## src/rtl/htd_pkg.sv

```systemverilog
// ----------------------------------------------------------------------------
// htd_pkg: shared types and constants of the Huffman tree decoder
// Command codes, field widths, controller states and the control and status
// bundles that pass between controller and datapath.
// ----------------------------------------------------------------------------
package htd_pkg;

  localparam int CMD_W   = 2;
  localparam int NODE_W  = 8;
  localparam int CODE_W  = 9;
  localparam int ENTRY_W = 2 * CODE_W;
  localparam int LEN_W   = 24;
  localparam int BYTE_W  = 8;
  localparam int BIT_CNT_W = 3;

  typedef enum logic [CMD_W-1:0] {
    CMD_LOAD  = 2'd0,
    CMD_START = 2'd1,
    CMD_DATA  = 2'd2
  } cmd_t;

  typedef enum logic {
    ST_IDLE,
    ST_STEP
  } state_t;

  // controller -> datapath
  typedef struct packed {
    logic load;     // write one node entry
    logic start;    // new chunk: length and head node
    logic capture;  // latch a compressed byte
    logic step;     // walk one bit
    logic emit;     // load the output register with the leaf
  } ctrl_cmd_t;

  // datapath -> controller
  typedef struct packed {
    logic active;    // chunk still has bytes to decode
    logic bit_last;  // walking the eighth bit of the byte
    logic leaf;      // current bit reaches a leaf
    logic len_one;   // one byte left in the chunk
    logic out_busy;  // output register holds a transaction not taken
  } dp_status_t;

endpackage

```

## src/rtl/htd_ctrl.sv

```systemverilog
// ----------------------------------------------------------------------------
// htd_ctrl: controller of the Huffman tree decoder
// Takes command items while idle and sequences the bit walk of a data byte.
// ----------------------------------------------------------------------------
module htd_ctrl (
  input  logic                        clk,
  input  logic                        rst,
  input  logic                        in_valid,
  input  logic [htd_pkg::CMD_W-1:0]   in_cmd,
  output logic                        in_ready,
  input  htd_pkg::dp_status_t         status,
  output htd_pkg::ctrl_cmd_t          ctrl
);

  htd_pkg::state_t state;
  htd_pkg::state_t state_next;

  always_ff @(posedge clk) begin
    if (rst) begin
      state <= htd_pkg::ST_IDLE;
    end else begin
      state <= state_next;
    end
  end

  always_comb begin
    state_next = state;
    case (state)
      htd_pkg::ST_IDLE: begin
        if (in_valid && (in_cmd == htd_pkg::CMD_DATA) && status.active) begin
          state_next = htd_pkg::ST_STEP;
        end
      end
      htd_pkg::ST_STEP: begin
        // leave after the eighth bit or at the leaf that ends the chunk
        if (!status.out_busy &&
            (status.bit_last || (status.leaf && status.len_one))) begin
          state_next = htd_pkg::ST_IDLE;
        end
      end
      default: state_next = htd_pkg::ST_IDLE;
    endcase
  end

  always_comb begin
    ctrl     = '0;
    in_ready = 1'b0;
    case (state)
      htd_pkg::ST_IDLE: begin
        in_ready = 1'b1;
        if (in_valid) begin
          case (in_cmd)
            htd_pkg::CMD_LOAD:  ctrl.load    = 1'b1;
            htd_pkg::CMD_START: ctrl.start   = 1'b1;
            htd_pkg::CMD_DATA:  ctrl.capture = status.active;
            default: ;
          endcase
        end
      end
      htd_pkg::ST_STEP: begin
        // hold the walk while the output register is full
        if (!status.out_busy) begin
          ctrl.step = 1'b1;
          ctrl.emit = status.leaf;
        end
      end
      default: ;
    endcase
  end

endmodule

```

## config.mk

```make
export PLATFORM = sky130hd
export DESIGN_NAME = htd_ctrl
export DESIGN_NICKNAME = d
export VERILOG_FILES = /design/src/rtl/htd_pkg.sv /design/src/rtl/htd_ctrl.sv
export SDC_FILE = /design/constraint.sdc
export NUM_CORES = 1
export LEC_CHECK = 0
export BUFFER_PORTS_ARGS = -buffer_cell sky130_fd_sc_hd__clkbuf_2
export CAP_MARGIN = 30
export CORE_AREA = 2 2 39 41
export DETAILED_ROUTE_END_ITERATION = 6
export DIE_AREA = 0 0 41 43
export PLACE_DENSITY = 0.33
export SLEW_MARGIN = 10
export SYNTH_ARGS = -nofsm -noshare
export SYNTH_HDL_FRONTEND = slang
export SYNTH_SLANG_ARGS = --single-unit
```

## constraint.sdc

```tcl
create_clock -name clk -period 1.6 [get_ports clk]
set_input_delay 0.24 -clock clk [delete_from_list [all_inputs] [get_ports clk]]
set_output_delay 0.24 -clock clk [all_outputs]
set_load 0.01 [all_outputs]
```

* Yosys cells after proc, flatten, opt, wreduce, memory -nomap -nowiden
Cells that the tools add are included.
** Word-level totals
- Register bits :: 1
- Input bits :: 10
- Output and inout bits :: 6
- Word-level logic and storage cells :: 22
** Operators by class
- Eq/ne operators :: 2
- Multiplexer cells :: 11
- Bitwise operators :: 1
- Reduce and logical (&&, ||, !) cells :: 7
** Operator list (count)
- two-way mux 1 bit :: 6
- two-way mux 3 bit :: 2
- logical AND 1 bit :: 4
- two-way mux 2 bit :: 2
- == test 2 x 1 -> 1 bit (second input constant) :: 1
- == test 2 bit (second input constant) :: 1
- logical NOT 2 bit :: 1
- one-hot mux 1 bit (2 select lines) :: 1
- logical NOT 1 bit :: 1
- logical OR 1 bit :: 1
- NOT 1 bit :: 1

* Depth between registers and ports, before layout
- Depth in word-level cells :: 5
- Gate-level depth with buffers :: 3
- Gate-level depth less buffers :: 3

* Worst setup path before layout
OpenSTA, ideal clock, no wires.
- Path kind :: register -> output
- Start :: reg state
- End :: out ctrl[2] in the netlist's numbering
- Arrival :: 0.889 ns
- Slack :: 0.471 ns
- Cell stages (with the launch flop) :: 4
- Buffers on the path :: 0
- Cell sequence :: dfxtp_1 -> nand2b_4 -> or3_4 -> inv_1
** RTL lines
- start, declared :: RTL line htd_ctrl.sv:15 : htd_pkg::state_t state;
- start signal, assigned :: RTL line htd_ctrl.sv:20 : state <= htd_pkg::ST_IDLE;
- start signal, assigned :: RTL line htd_ctrl.sv:22 : state <= state_next;
- end, declared :: RTL line htd_ctrl.sv:12 : output htd_pkg::ctrl_cmd_t ctrl

==> summary.txt <==
Final layout
  • Layout net count: 40
  • Biggest register: state
  • Top Registers: state x1
  • Area Overhead vs Synth: 97.4%
  • Layout cells sized above 1: 0.643
  • Max FFs per register: 1
  • Number of diodes: 0

Global route
  • Congestion Overflow GR: 0
  • Vias in the first global route: 107
  • First-pass GRT wire length: 538 µm
  • Largest net degree at the start of global routing: 4
  • Initial antenna violation count: 0
  • Total GRT Usage: 0.0420

Routing
  • DR vias/cell: 3.07
  • Drt pass-1 iters: 1
  • DRC: 0
  • DR iter-0 viols: 0
  • DR WL/cell: 8.00 µm
  • Post-DRT Antenna Nets: 0
  • DR vias: 135
  • Total wire length: 352 µm

Die
  • Core area: 1380 µm²
  • Die Span Y: 43 µm
  • Die area: 1760 µm²
  • Die X: 41 µm
  • Top-level I/O count: 16
  • Starting density of the core: 0.0705
  • Core Rows: 14

Synthesis
  • Register bit total from synthesis: 1
  • Mapped Avg Cell Area: 7.51 µm²
  • Top post-synthesis cells by area: dfxtp_1 (21%), nand2b_4 (14%), or3_4 (12%)
  • Syn nets: 23
  • Synth area leader: dfxtp_1
  • Yosys warns: 0
  • Unique masters post-synth: 12
  • Mapped Cells: 13
  • Register area share after synthesis: 0.205
  • Post-synth EDFFs: 0
  • Post-Syn Area: 97.6 µm²
  • Post-synth top flop: dfxtp_1
  • Ys async rst share: 0
  • Most numerous cell in the Yosys netlist: inv_1
  • Post-synth top area share: 0.205

STA
  • Measured slew at the worst slew-check pin: 0.207 ns
  • Final setup viols: 0
  • Hold Slack: 0.410 ns
  • Slew Limit Fails: 0
  • Final Hold Vio Count: 0
  • Min cycle time layout: 1.24 ns
  • FMAX: 805 MHz
  • RSZ-0062 raised after global routing: no
  • Tcrit/Tclk final: 0.777
  • Max-slew headroom: 0.860
  • Worst Clk Skew: 0 ns
  • TNS Setup: 0 ns

Worst setup path
  • WP data arrival: 1.00 ns
  • Worst Setup End Kind: output pin
  • CP Class: register to output pin
  • CP required: 1.36 ns
  • CP startpoint kind: register
  • CP max FO: 3

Power
  • Total Power: 0.0554 mW
  • Leakage: 0.103 nW
  • Peak supply drop: 0.000102 V
  • Power density over the cells: 287 nW/µm²

Place
  • Detail Placement HPWL: 346 µm
  • GPL Wtd Cong: 0.655
  • I/O Buffers: 15

Clocking
  • Worst skew pair latency: 0 ns
  • # hold bufs at CTS: 0
  • Clock slew seen by the registers of the worst setup and hold paths: 0 ns
  • Post-CTS sizing: 0
  • Setup Fix Bufs, Post-CTS: 0

Run
  • Max Cap Violations: 0

Worst hold path
  • Hold Crit Class: input pin to register

Status
  • Outcome: finished clean
layer usage:
metal	track usage	part of all wire	up-vias
li1	-	-	73
met3	0.0209	0.27	0
met5	0	0	-
met1	0.0764	0.49	46
met2	0.0438	0.23	16
met4	0	0	0
stage by stage:
stage	std cells	utilization	instance area, µm²	setup slack, ns
2_1_floorplan	13	-	97.6	0.471
3_3_place_gp	44	0.139	193	0.356
3_5_place_dp	44	0.139	193	0.343
4_1_cts	44	0.139	193	0.343
5_1_grt	44	0.139	193	0.304
6_report	44	0.139	193	0.357
layout make-up:
| class | instances | area, µm² |
|---|---|---|
| fillers | 159 | 1190 |
| repair buffers | 15 | 75.1 |
| multi-input cells | 10 | 70.1 |
| flip-flops and latches | 1 | 20.0 |
| well taps | 16 | 20.0 |
| inverters | 2 | 7.51 |
placed cells by master (no fill, tap or decap):
cell / count
nor2_1: 1
nor3b_1: 1
and2_1: 1
nand2_1: 1
a21oi_1: 1
nor3_1: 1
nand2b_4: 1
a21oi_2: 1
or3_4: 1
dfxtp_1: 1
clkbuf_2: 15
inv_1: 2
o21ai_0: 1
worst max-delay path, stage by stage, from the launching register on:
cell and delay, ns:
dfxtp_1 0.30, nand2b_4 0.14, or3_4 0.37, inv_1 0.06
clkbuf_2 0.13
path summary, 6_finish.rpt:
| kind | startpoint | endpoint | slack [ns] | cells past startpoint |
|---|---|---|---|---|
| setup reg to reg | state | state | 0.60 | 3 |
| hold / removal | rst | state | 0.41 | 2 |
| hold reg to reg | state | state | 0.52 | 2 |
| setup / recovery | state | ctrl[2] | 0.36 | 4 |
power by group:
part,switching (mW),internal (mW),total (mW)
Combinational,0.0130,0.0157,0.0287
Sequential,0.000513,0.0262,0.0267
Clock,0,0,0
Total,0.0135,0.0419,0.0554
cell families (layout without fill, tap and decap cells):
kind of cell           after synthesis  after routing  synth area share
AO/OA/AOI/OAI                        3              3             0.192
flip-flops                           1              1             0.205
buffers and inverters                2             17            0.0770
AND/OR/NAND/NOR                      7              7             0.526
(Power assumes the default switching activity.)
